$ cat config.mk
export PLATFORM = sky130hd
export DESIGN_NAME = rlsf_front
export DESIGN_NICKNAME = d
export VERILOG_FILES = /design/src/sv/rlsf_pkg.sv /design/src/sv/rlsf_front.sv
export SDC_FILE = /design/constraint.sdc
export NUM_CORES = 1
export LEC_CHECK = 0
export ABC_AREA = 1
export BUFFER_PORTS_ARGS = -buffer_cell sky130_fd_sc_hd__buf_2
export CAP_MARGIN = 0
export CORE_UTILIZATION = 50
export DETAILED_ROUTE_END_ITERATION = 6
export GPL_TIMING_DRIVEN = 0
export PLACE_DENSITY = 0.76
export SETUP_SLACK_MARGIN = 0.4
export SKIP_LAST_GASP = 1
export SLEW_MARGIN = 20
export SYNTH_ARGS = -nofsm -noshare
export SYNTH_HDL_FRONTEND = slang
export SYNTH_SLANG_ARGS = --single-unit
export TNS_END_PERCENT = 5
$ cat constraint.sdc
create_clock -name clk_i -period 3.3 [get_ports clk_i]
set_input_delay 0.495 -clock clk_i [delete_from_list [all_inputs] [get_ports clk_i]]
set_output_delay 0.495 -clock clk_i [all_outputs]
set_load 0.01 [all_outputs]
$ cat src/sv/rlsf_pkg.sv
// rlsf_pkg: shared types and constants of the run length planar span fill core
// no dependencies
`default_nettype none

package rlsf_pkg;

  // default sizes of the frame memory and raster
  localparam int unsigned AddrBitsDef  = 16;
  localparam int unsigned RowBytesDef  = 40;
  localparam int unsigned MaxWidthDef  = 320;
  localparam int unsigned MaxHeightDef = 200;

  // frame memory layout
  localparam logic [15:0] PlaneFar  = 16'h0400;
  localparam int unsigned LineShift = 11;
  localparam logic [7:0]  ByteOnes  = 8'hFF;
  localparam logic [7:0]  ByteZeros = 8'h00;

  // register indexes
  localparam logic [1:0] RegPlaneBase = 2'd0;
  localparam logic [1:0] RegLineWidth = 2'd1;
  localparam logic [1:0] RegLineCount = 2'd2;

  // reset values of the registers
  localparam logic [15:0] PlaneBaseRst = 16'd0;
  localparam logic [8:0]  LineWidthRst = 9'd320;
  localparam logic [7:0]  LineCountRst = 8'd200;

  // result status codes
  localparam logic [1:0] StatNormal = 2'd0;
  localparam logic [1:0] StatFilled = 2'd1;
  localparam logic [1:0] StatLeft   = 2'd2;

  // item classes decided by the front
  typedef enum logic [1:0] {
    KIND_READ,
    KIND_ZERO,
    KIND_PAINT
  } kind_e;

  typedef struct packed {
    kind_e       kind;
    logic [3:0]  level;
    logic [15:0] run_length;
    logic [15:0] read_address;
    logic        read_bank;
  } item_t;

endpackage

`default_nettype wire

$ cat src/sv/rlsf_front.sv
// rlsf_front: accepts input words, classifies them and holds them in a two entry queue
// depends on rlsf_pkg
`default_nettype none

module rlsf_front (
  input  wire logic              clk_i,
  input  wire logic              rst_ni,
  input  wire logic              push_i,
  output logic                   full_o,
  input  wire logic              command_i,
  input  wire logic [3:0]        level_i,
  input  wire logic [15:0]       run_length_i,
  input  wire logic [15:0]       read_address_i,
  input  wire logic              read_bank_i,
  input  wire logic              clearing_i,
  output logic                   avail_o,
  output rlsf_pkg::item_t        item_o,
  input  wire logic              take_i
);
  import rlsf_pkg::*;

  item_t      slot_q [2];
  logic       wptr_q, wptr_d, rptr_q, rptr_d;
  logic [1:0] cnt_q, cnt_d;
  item_t      item_in;
  logic       do_push, do_take;

  // no words are taken while the frame memory is being cleared
  assign full_o  = (cnt_q == 2'd2) || clearing_i;
  assign avail_o = (cnt_q != 2'd0);
  assign item_o  = slot_q[rptr_q];
  assign do_push = push_i && !full_o;
  assign do_take = take_i && avail_o;

  // classify the incoming word
  always_comb begin
    item_in.level        = level_i;
    item_in.run_length   = run_length_i;
    item_in.read_address = read_address_i;
    item_in.read_bank    = read_bank_i;
    if (command_i) begin
      item_in.kind = KIND_READ;
    end else if (run_length_i == 16'd0) begin
      item_in.kind = KIND_ZERO;
    end else begin
      item_in.kind = KIND_PAINT;
    end
  end

  // queue pointers
  always_comb begin
    wptr_d = wptr_q ^ do_push;
    rptr_d = rptr_q ^ do_take;
    cnt_d  = cnt_q + {1'b0, do_push} - {1'b0, do_take};
  end

  always_ff @(posedge clk_i or negedge rst_ni) begin
    if (!rst_ni) begin
      wptr_q <= 1'b0;
      rptr_q <= 1'b0;
      cnt_q  <= 2'd0;
    end else begin
      wptr_q <= wptr_d;
      rptr_q <= rptr_d;
      cnt_q  <= cnt_d;
    end
  end

  // queue storage
  always_ff @(posedge clk_i) begin
    if (do_push) begin
      slot_q[wptr_q] <= item_in;
    end
  end

endmodule

`default_nettype wire

Word level (Yosys, flattened, before mapping)
Memories as Yosys holds them, arrays and structs flattened.
Cells that the tools add are included.
{"block": "op_classes", "n_eq_ne": 1, "mux": 4, "bitwise_logic": 2, "n_addsub": 2, "reduce_logical": 6}
{"op": "logical NOT 16 bit", "count": 1}
{"op": "two-way mux 2 bit", "count": 2}
{"op": "adder 2 x 1 -> 2 bit", "count": 1}
{"op": "equality test 2 bit, second input constant", "count": 1}
{"op": "logical AND 1 bit", "count": 2}
{"op": "two-way mux 1 bit", "count": 2}
{"op": "nonzero test 2 bit", "count": 1}
{"op": "subtractor 2 x 1 -> 2 bit", "count": 1}
{"op": "XOR 1 bit", "count": 2}
{"op": "logical NOT 1 bit", "count": 1}
{"op": "logical OR 1 bit", "count": 1}
{"block": "totals", "in_bits": 43, "mem_bits_rw": 78, "register_bits": 4, "n_memories": 1}
{"name": "slot_q", "depth": 2, "word_bits": 39, "rd": 1, "rd_ports_with_merged_regs": 0, "write_ports": 1, "line": "rlsf_front.sv:22", "source": "item_t slot_q [2];"}

Longest topological paths before layout
Gate-level depths: netlist of the first run.
{"block": "depth", "depth_word": 6, "ltp_mapped": 9, "ltp_nobuf": 9}

Worst setup path after synthesis of the first run
Ideal clock, no wire load.
{"block": "synth_path", "kind": "input to register", "from": "in clearing_i", "to": "mem slot_q[1][0] (netlist name) (enable)", "t_arrival_ps": 1891, "t_required_ps": 2900, "stages": 3, "path_buffers": 0, "path_slack_ps": 1009, "cell_sequence": "o21bai_1 nor2_1 ha_1"}
{"block": "synth_via", "elab_chain_cells": 5}
{"item": "start, declared", "line": "rlsf_front.sv:15", "source": "input wire logic clearing_i,"}
{"item": "logical OR 1 bit", "line": "rlsf_front.sv:29", "source": "assign full_o = (cnt_q == 2'd2) || clearing_i;"}
{"item": "logical NOT 1 bit", "line": "rlsf_front.sv:32", "source": "assign do_push = push_i && !full_o;"}
{"item": "logical AND 1 bit", "line": "rlsf_front.sv:32"}
{"item": "two-way mux 1 bit", "line": "rlsf_front.sv:71", "source": "if (do_push) begin"}
{"item": "two-way mux 1 bit (implied by the code)", "line": "rlsf_front.sv:72", "source": "slot_q[wptr_q] <= item_in;"}
{"item": "end, declared", "line": "rlsf_front.sv:22"}
Every way passes these cells.

Worst setup path in the final report of the first run
{"block": "layout_path", "from": "reg cnt_q[1]", "to": "mem slot_q[0][24] (netlist name) (enable)"}
{"block": "layout_via", "elab_chain_cells": 6}
{"item": "start, declared", "line": "rlsf_front.sv:24", "source": "logic [1:0] cnt_q, cnt_d;"}
{"item": "start signal, assigned", "line": "rlsf_front.sv:65", "source": "cnt_q <= cnt_d;"}
{"item": "equality test 2 bit", "line": "rlsf_front.sv:29"}
{"item": "logical OR 1 bit", "line": "rlsf_front.sv:29"}
{"item": "logical NOT 1 bit", "line": "rlsf_front.sv:32"}
{"item": "logical AND 1 bit", "line": "rlsf_front.sv:32"}
{"item": "two-way mux 1 bit", "line": "rlsf_front.sv:71"}
{"item": "two-way mux 1 bit (implied by the code)", "line": "rlsf_front.sv:72"}
Every way passes these cells.

==> flow_summary_export.csv, run 1 <==
group,metric,value,unit
status,status,"complete, no violations",
place,place.gp.congestion,0.695,
clocking,ctsHoldBuffers,1,
setup_path,cp_top_family,"adder cells",
grt,grt_pass1_vias,1858,
grt,grt_pass1_wl,8.05,mm
floorplan,fp.coreArea,5960,sq um
logic_synthesis,syn_inst,243,
sta,rsz0062_at_grt,"false",
logic_synthesis,yosys_warnings,0,
cells_and_area,nets,387,
floorplan,die_height,81.0,um
logic_synthesis,ys_seq_elements,82,
route,drcViolationCount,0,
sta,finalSetupTns,0,ns
floorplan,die_w,81.0,um
clocking,cts_setup_buffers,0,
cells_and_area,fin_util,0.651,
sta,fmaxAchievable,535,MHz
setup_path,crit_path_start_kind,"register",
setup_path,reg2reg_from,"cnt_q[1]$_DFF_PN0_",
clocking,clk_pin_slew,0.07,ns
sta,finalCritPeriodShare,0.567,
worst_hold_path,hold-path-cell-count,1,
clocking,cts_made_buffers,9,
route,finalWirelength,5.22,mm
clocking,clkSinkCount,82,
power_and_ir_drop,p_leak,1.70,nW
cells_and_area,nFillCells,481,
clocking,cts.htree.levels,3,
worst_hold_path,hold_path.startpoint,"read_address_i[5]",
setup_path,crit_fanout,21,
sta,period_needed,1.87,ns
logic_synthesis,ys_seq_area_frac,0.782,
floorplan,num_rows,28,
place,dpl_cell_area,3690,sq um
setup_path,worst_ep_arrival_time,1.92,ns
cells_and_area,diodes,0,
flow_run,maxCapViolCount,0,
place,hpwl,3.58,mm
sta,whs,0.341,ns
route,vias,1939,
worst_hold_path,min_path_type,"primary input to register",
route,drt-initial-drc-count,77,
floorplan,die_area,6570,sq um
grt,antenna_found_initial,0,
logic_synthesis,synthDistinctLibCells,15,
floorplan,initial_core_util,0.524,
sta,setup_viol,0,
route,wl_per_cell,12.4,um
setup_path,reg2reg_slack,1.43,ns
grt,grt_util_all_layers,0.174,
setup_path,worstPathCellList,"inv_1 -> o21bai_1 -> nor2_1 -> ha_2 -> buf_16",
power_and_ir_drop,power.total,0.00296,W
logic_synthesis,synth.top_cell.area_share,0.750,
logic_synthesis,synth_nets,290,
power_and_ir_drop,p_per_area,763,nW/um^2
clocking,cts_root_buffer,"clkbuf_8",
sta,clock_skew,0.00642,ns
logic_synthesis,yosysTopAreaCell,"edfxtp_1",
cells_and_area,area_growth,24.1,%
clocking,post_cts_resized,0,
floorplan,io_pins,84,
logic_synthesis,synth_area_per_cell,12.9,sq um
sta,worst_pin_slew,0.546,ns
setup_path,cp_slowest_cell,"ha_2",
logic_synthesis,synthTopCellsByArea,"edfxtp_1 (75%), nand2_1 (15%), dfrtp_1 (3.2%)",
route,ant_nets,0,
grt,grt_max_degree,23,
logic_synthesis,syn_area,3120,sq um
power_and_ir_drop,peakVddDrop,0.392,mV
route,drt_pass1_iterations,4,
clocking,clock_latency,0.34,ns
cells_and_area,fin_area,3880,sq um
setup_path,rr_worst_depth,5,
setup_path,path_buf_inv,2,
setup_path,endpoint_kind,"register",
route,via_per_inst,4.63,
cells_and_area,layout-drive-gt1-share,0.311,
clocking,cts_max_path_buffers,2,
setup_path,worstPathRequired,3.35,ns
worst_hold_path,holdPathEnd,"slot_q[0][6]$_DFFE_PP_",
setup_path,critPathMaxStageDelay,0.59,ns
grt,globalRouteOverflowTotal,0,
clocking,tritoncts,"yes",
setup_path,path_class,"register to register",
place,io_buffers,83,
sta,drv_slew,0,
sta,max-slew-margin-rel,0.636,
setup_path,r2r_end,"slot_q[0][24]$_DFFE_PP_",
sta,hold_viol_final,0,
## worst max path at each step
| stage | start | to | slack (ns) | depth (start not counted) |
|---|---|---|---|---|
| finish | cnt_q[1]$_DFF_PN0_ | slot_q[0][24]$_DFFE_PP_ | 1.43 | 5 |
| global route | cnt_q[1]$_DFF_PN0_ | slot_q[0][24]$_DFFE_PP_ | 1.27 | 5 |
| CTS | cnt_q[1]$_DFF_PN0_ | slot_q[0][31]$_DFFE_PP_ | 1.38 | 5 |
| detailed placement | clearing_i | slot_q[0][21]$_DFFE_PP_ | 1.17 | 5 |
| global placement | clearing_i | slot_q[0][31]$_DFFE_PP_ | 0.42 | 4 |
| floorplan | clearing_i | slot_q[1][0]$_DFFE_PP_ | 1.01 | 3 |
## cell families after synthesis
family,synth area share
compound gates,0.00401
xor+xnor,0.00841
fa+ha+maj,0.0160
buf+inv,0.0252
flops,0.782
simple gates,0.164
## metal layers
layer / GRT usage / routed length (um) / up-vias
met5: 0 / 0 / -
met4: 0.102 / 109 / 0
met3: 0.0371 / 248 / 10
met2: 0.307 / 2700 / 52
met1: 0.192 / 2160 / 878
li1: - / - / 999
## through the flow
stage / worst slack (ns) / std cells
after floorplan: 1.01 / 243
after detailed placement: 1.17 / 403
final: 1.43 / 419
after global placement: 0.421 / 401
after global routing: 1.27 / 419
after CTS: 1.38 / 419
## synthesized netlist by cell type
master,count
xor2_1,2
buf_2,6
a21oi_1,1
or2_1,1
xnor2_1,1
nor2_1,12
buf_4,1
buf_6,1
inv_2,1
edfxtp_1,78
dfrtp_1,4
nand2_1,123
ha_1,4
inv_1,7
o21bai_1,1
## where the power goes
| part | switching (W) | internal [W] |
|---|---|---|
| sequential | 0.0000406 | 0.00130 |
| clock | 0.000314 | 0.000337 |
| combinational | 0.000591 | 0.000372 |
## layout by cell type, fill, tap and decap left out, drive strengths merged, types with 2 or more instances in the layout
cell type	instances
nor2	12
xor2	2
inv	8
buf	93
nand2	123
edfxtp	78
ha	4
clkinv	4
clkbuf	10
dfrtp	4
## sequential cells by signal, indices dropped and copies added (netlist names)
register and count:
slot_q 78, cnt_q 2, rptr_q 1, wptr_q 1
## area by class of cell
| type | instances | area [sq um] | area share |
|---|---|---|---|
| Clock inverter | 5 | 46.3 | 0.0119 |
| Sequential cell | 82 | 2440 | 0.630 |
| Buffer | 8 | 48.8 | 0.0126 |
| Multi-Input combinational cell | 145 | 607 | 0.157 |
| Inverter | 8 | 30.0 | 0.00775 |
| Timing Repair Buffer | 86 | 480 | 0.124 |
| Clock buffer | 10 | 128 | 0.0329 |
| Tap cell | 75 | 93.8 | 0.0242 |
Power figures use the tool's default switching activity.
==> run 2: changes to the inputs <==
--- a/config.mk
+++ b/config.mk
@@ -5,13 +5,13 @@
 export SDC_FILE = /design/constraint.sdc
 export NUM_CORES = 1
 export LEC_CHECK = 0
-export ABC_AREA = 1
+export ABC_AREA = 0
 export BUFFER_PORTS_ARGS = -buffer_cell sky130_fd_sc_hd__buf_2
 export CAP_MARGIN = 0
-export CORE_UTILIZATION = 50
+export CORE_UTILIZATION = 46
 export DETAILED_ROUTE_END_ITERATION = 6
 export GPL_TIMING_DRIVEN = 0
-export PLACE_DENSITY = 0.76
+export PLACE_DENSITY = 0.73
 export SETUP_SLACK_MARGIN = 0.4
 export SKIP_LAST_GASP = 1
 export SLEW_MARGIN = 20
==> constraint.sdc (replaced) <==
create_clock -name clk_i -period 1.6 [get_ports clk_i]
set_input_delay 0.24 -clock clk_i [delete_from_list [all_inputs] [get_ports clk_i]]
set_output_delay 0.24 -clock clk_i [all_outputs]
set_load 0.01 [all_outputs]
==> run 2 against run 1 <==
Against the previous run: synthesized cell count shrank 39%; combinational power grew 110%; the run now ends with DRC, setup timing left; critical path type is now register to primary output; largest cell class unchanged; flip-flop and latch count is the same; sequential share of layout area shrank 1.6 points; final cell count shrank 20%; register-to-register slack lost 1.5 ns.
==> flow_summary_export.csv, run 2 <==
group,metric,value,unit
power_and_ir_drop,power.total,0.00618,W
sta,max-slew-margin-rel,0.760,
status,violations,"DRC, setup timing",
setup_path,worstPathCellList,"buf_6 -> mux2_2 -> buf_2",
logic_synthesis,synthFlopType,"edfxtp_1",
cells_and_area,layout_commonest_cell,"buf_2",
cells_and_area,area_growth,29.2,%
grt,grt_pass1_wl,8.32,mm
setup_path,crit_path_start_kind,"register",
setup_path,cp_slowest_cell,"dfrtp_2",
sta,clock_skew,0.00778,ns
sta,hold_viol_final,0,
clocking,cts_max_path_buffers,2,
logic_synthesis,yosys_warnings,0,
clocking,tritoncts,"yes",
cells_and_area,nets,299,
logic_synthesis,ys_seq_elements,82,
logic_synthesis,synth.top_cell.area_share,0.760,
logic_synthesis,synthTopCellsByArea,"edfxtp_1 (76%), mux2_2 (14%), dfrtp_1 (3.2%)",
clocking,cts_root_buffer,"clkbuf_8",
place,place.gp.congestion,0.672,
grt,grt_pass1_vias,1754,
cells_and_area,nFillCells,491,
place,dp_cells,309,
logic_synthesis,yosysMostFrequentCell,"edfxtp_1",
logic_synthesis,yosys-top-cells-count,"edfxtp_1 (78), mux2_2 (39), inv_1 (5)",
setup_path,path_class,"register to primary output",
setup_path,worst_ep_arrival_time,1.44,ns
sta,setup_ws,-0.0757,ns
grt,grt_util_all_layers,0.162,
cells_and_area,layout-drive-gt1-share,0.611,
flow_run,maxCapViolCount,0,
worst_hold_path,min_path_type,"primary input to register",
route,drcViolationCount,14,
sta,finalCritPeriodShare,1.05,
sta,drv_slew,0,
cells_and_area,reg_top3,"slot_q x78, cnt_q x2",
logic_synthesis,ys_seq_area_frac,0.793,
route,wl_per_cell,16.2,um
grt,globalRouteOverflowTotal,0,
logic_synthesis,synthDistinctLibCells,17,
route,drt-initial-drc-count,63,
clocking,clk_pin_slew,0.08,ns
floorplan,initial_core_util,0.480,
cells_and_area,fin_util,0.620,
setup_path,critPathMaxStageDelay,0.44,ns
floorplan,io_pins,84,
grt,antenna_found_initial,0,
status,status,"finished, violations left",
place,io_buffers,83,
floorplan,fp.coreArea,6420,sq um
route,finalWirelength,5.40,mm
setup_path,crit_fanout,10,
power_and_ir_drop,p_per_area,1550,nW/um^2
cells_and_area,regArea,2440,sq um
sta,setup_viol,40,
route,via_per_inst,4.99,
logic_synthesis,synth_nets,196,
logic_synthesis,syn_area,3080,sq um
floorplan,die_area,7030,sq um
power_and_ir_drop,p_leak,1.51,nW
power_and_ir_drop,peakVddDrop,0.774,mV
floorplan,die_w,83.8,um
route,ant_nets,0,
place,hpwl,3.31,mm
route,drt_pass1_iterations,7,
route,vias,1666,
cells_and_area,final_cell_mix,"buf_2 (83), edfxtp_1 (78), mux2_2 (39), clkbuf_8 (9), inv_1 (5)",
cells_and_area,multi_input_comb_area,643,sq um
cells_and_area,top_register,"slot_q",
sta,worst_pin_slew,0.357,ns
floorplan,num_rows,29,
sta,fmaxAchievable,597,MHz
sta,rsz0062_at_grt,"true",
clocking,cts.htree.levels,3,
clocking,clock_latency,0.34,ns
cells_and_area,final_cells,334,
logic_synthesis,yosysTopAreaCell,"edfxtp_1",
clocking,clkSinkCount,82,
logic_synthesis,synth_edf_count,78,
grt,grt_max_degree,20,
cells_and_area,largest_reg_flops,78,
setup_path,endpoint_kind,"primary output",
logic_synthesis,synth_area_per_cell,20.7,sq um
cells_and_area,diodes,0,
sta,finalSetupTns,-2.53,ns
logic_synthesis,syn_inst,149,
logic_synthesis,ys_async_sr_fraction,0.0488,
clocking,cts_made_buffers,9,
floorplan,die_height,83.8,um
sta,period_needed,1.68,ns
setup_path,worstPathRequired,1.36,ns
==> run 2: routing by layer <==
layer	vias to the layer above	routed length [um]	part of all wire	track usage
li1	784	-	-	-
met1	807	2310	0.43	0.204
met2	67	2670	0.49	0.266
met3	8	350	0.065	0.0396
met4	0	69	0.013	0.0752
met5	-	0	0	0
==> run 2: where the power goes <==
part	switching, W	internal [W]	total, W
clock network	0.000699	0.000718	0.00142
logic	0.000923	0.00105	0.00198
registers	0.000110	0.00268	0.00279
==> run 2: path summary, 6_finish.rpt <==
check | startpoint | end | slack (ns) | depth (start not counted)
max in group asynchronous | rst_ni | rptr_q$_DFF_PN0_ | 1.22 | 2
min reg2reg | cnt_q[1]$_DFF_PN0_ | cnt_q[1]$_DFF_PN0_ | 0.63 | 2
min in group asynchronous | rst_ni | cnt_q[0]$_DFF_PN0_ | 0.23 | 2
min | read_address_i[0] | slot_q[1][1]$_DFFE_PP_ | 0.09 | 1
max reg2reg | cnt_q[1]$_DFF_PN0_ | cnt_q[1]$_DFF_PN0_ | -0.04 | 7
max | rptr_q$_DFF_PN0_ | item_o[2] | -0.08 | 3
==> run 2: worst max-delay path: cells and delay by family (launching register included) <==
kind,cells,cell delay (ns)
flip-flops,1,0.44
multiplexers,1,0.34
buffers and inverters,2,0.31
==> run 2: timing repair <==
action / 4_1_cts / 5_1_grt
pin swaps: 0 / 2
hold endpoints to repair: 4 / 0
setup endpoints to repair: 121 / 122
hold buffers: 1 / 0
buffers inserted: 4 / 4
resized for setup: 5 / 4
==> run 2: logic make-up (layout without fill, tap and decap cells) <==
family / Yosys count / count (layout) / synth area share
buffers and inverters: 9 / 117 / 0.0158
multiplexers: 39 / 39 / 0.143
AO/OA/AOI/OAI: 1 / 1 / 0.00162
XOR/XNOR: 3 / 3 / 0.00853
adder cells (fa/ha/maj): 4 / 4 / 0.0162
flip-flops: 82 / 82 / 0.793
AND/OR/NAND/NOR: 11 / 11 / 0.0223
==> run 2: final cells by class <==
| class | count | area share |
|---|---|---|
| Clock inverter | 5 | 0.0138 |
| Inverter | 5 | 0.00472 |
| Sequential cell | 82 | 0.614 |
| Buffer | 4 | 0.0123 |
| Multi-Input combinational cell | 58 | 0.162 |
| Clock buffer | 11 | 0.0330 |
| Timing Repair Buffer | 92 | 0.136 |
| Tap cell | 77 | 0.0242 |
==> run 2: stage by stage <==
step | area, sq um | worst slack (ns) | hold WS (ns)
6_report | 3980 | -0.0757 | 0.0881
5_1_grt | 3980 | -0.143 | 0.0646
4_1_cts | 3930 | -0.105 | 0.0712
3_5_place_dp | 3650 | -0.126 | 0.0583
3_3_place_gp | 3650 | -0.0860 | 0.0539
2_1_floorplan | 3130 | 0.00124 | -0.0556
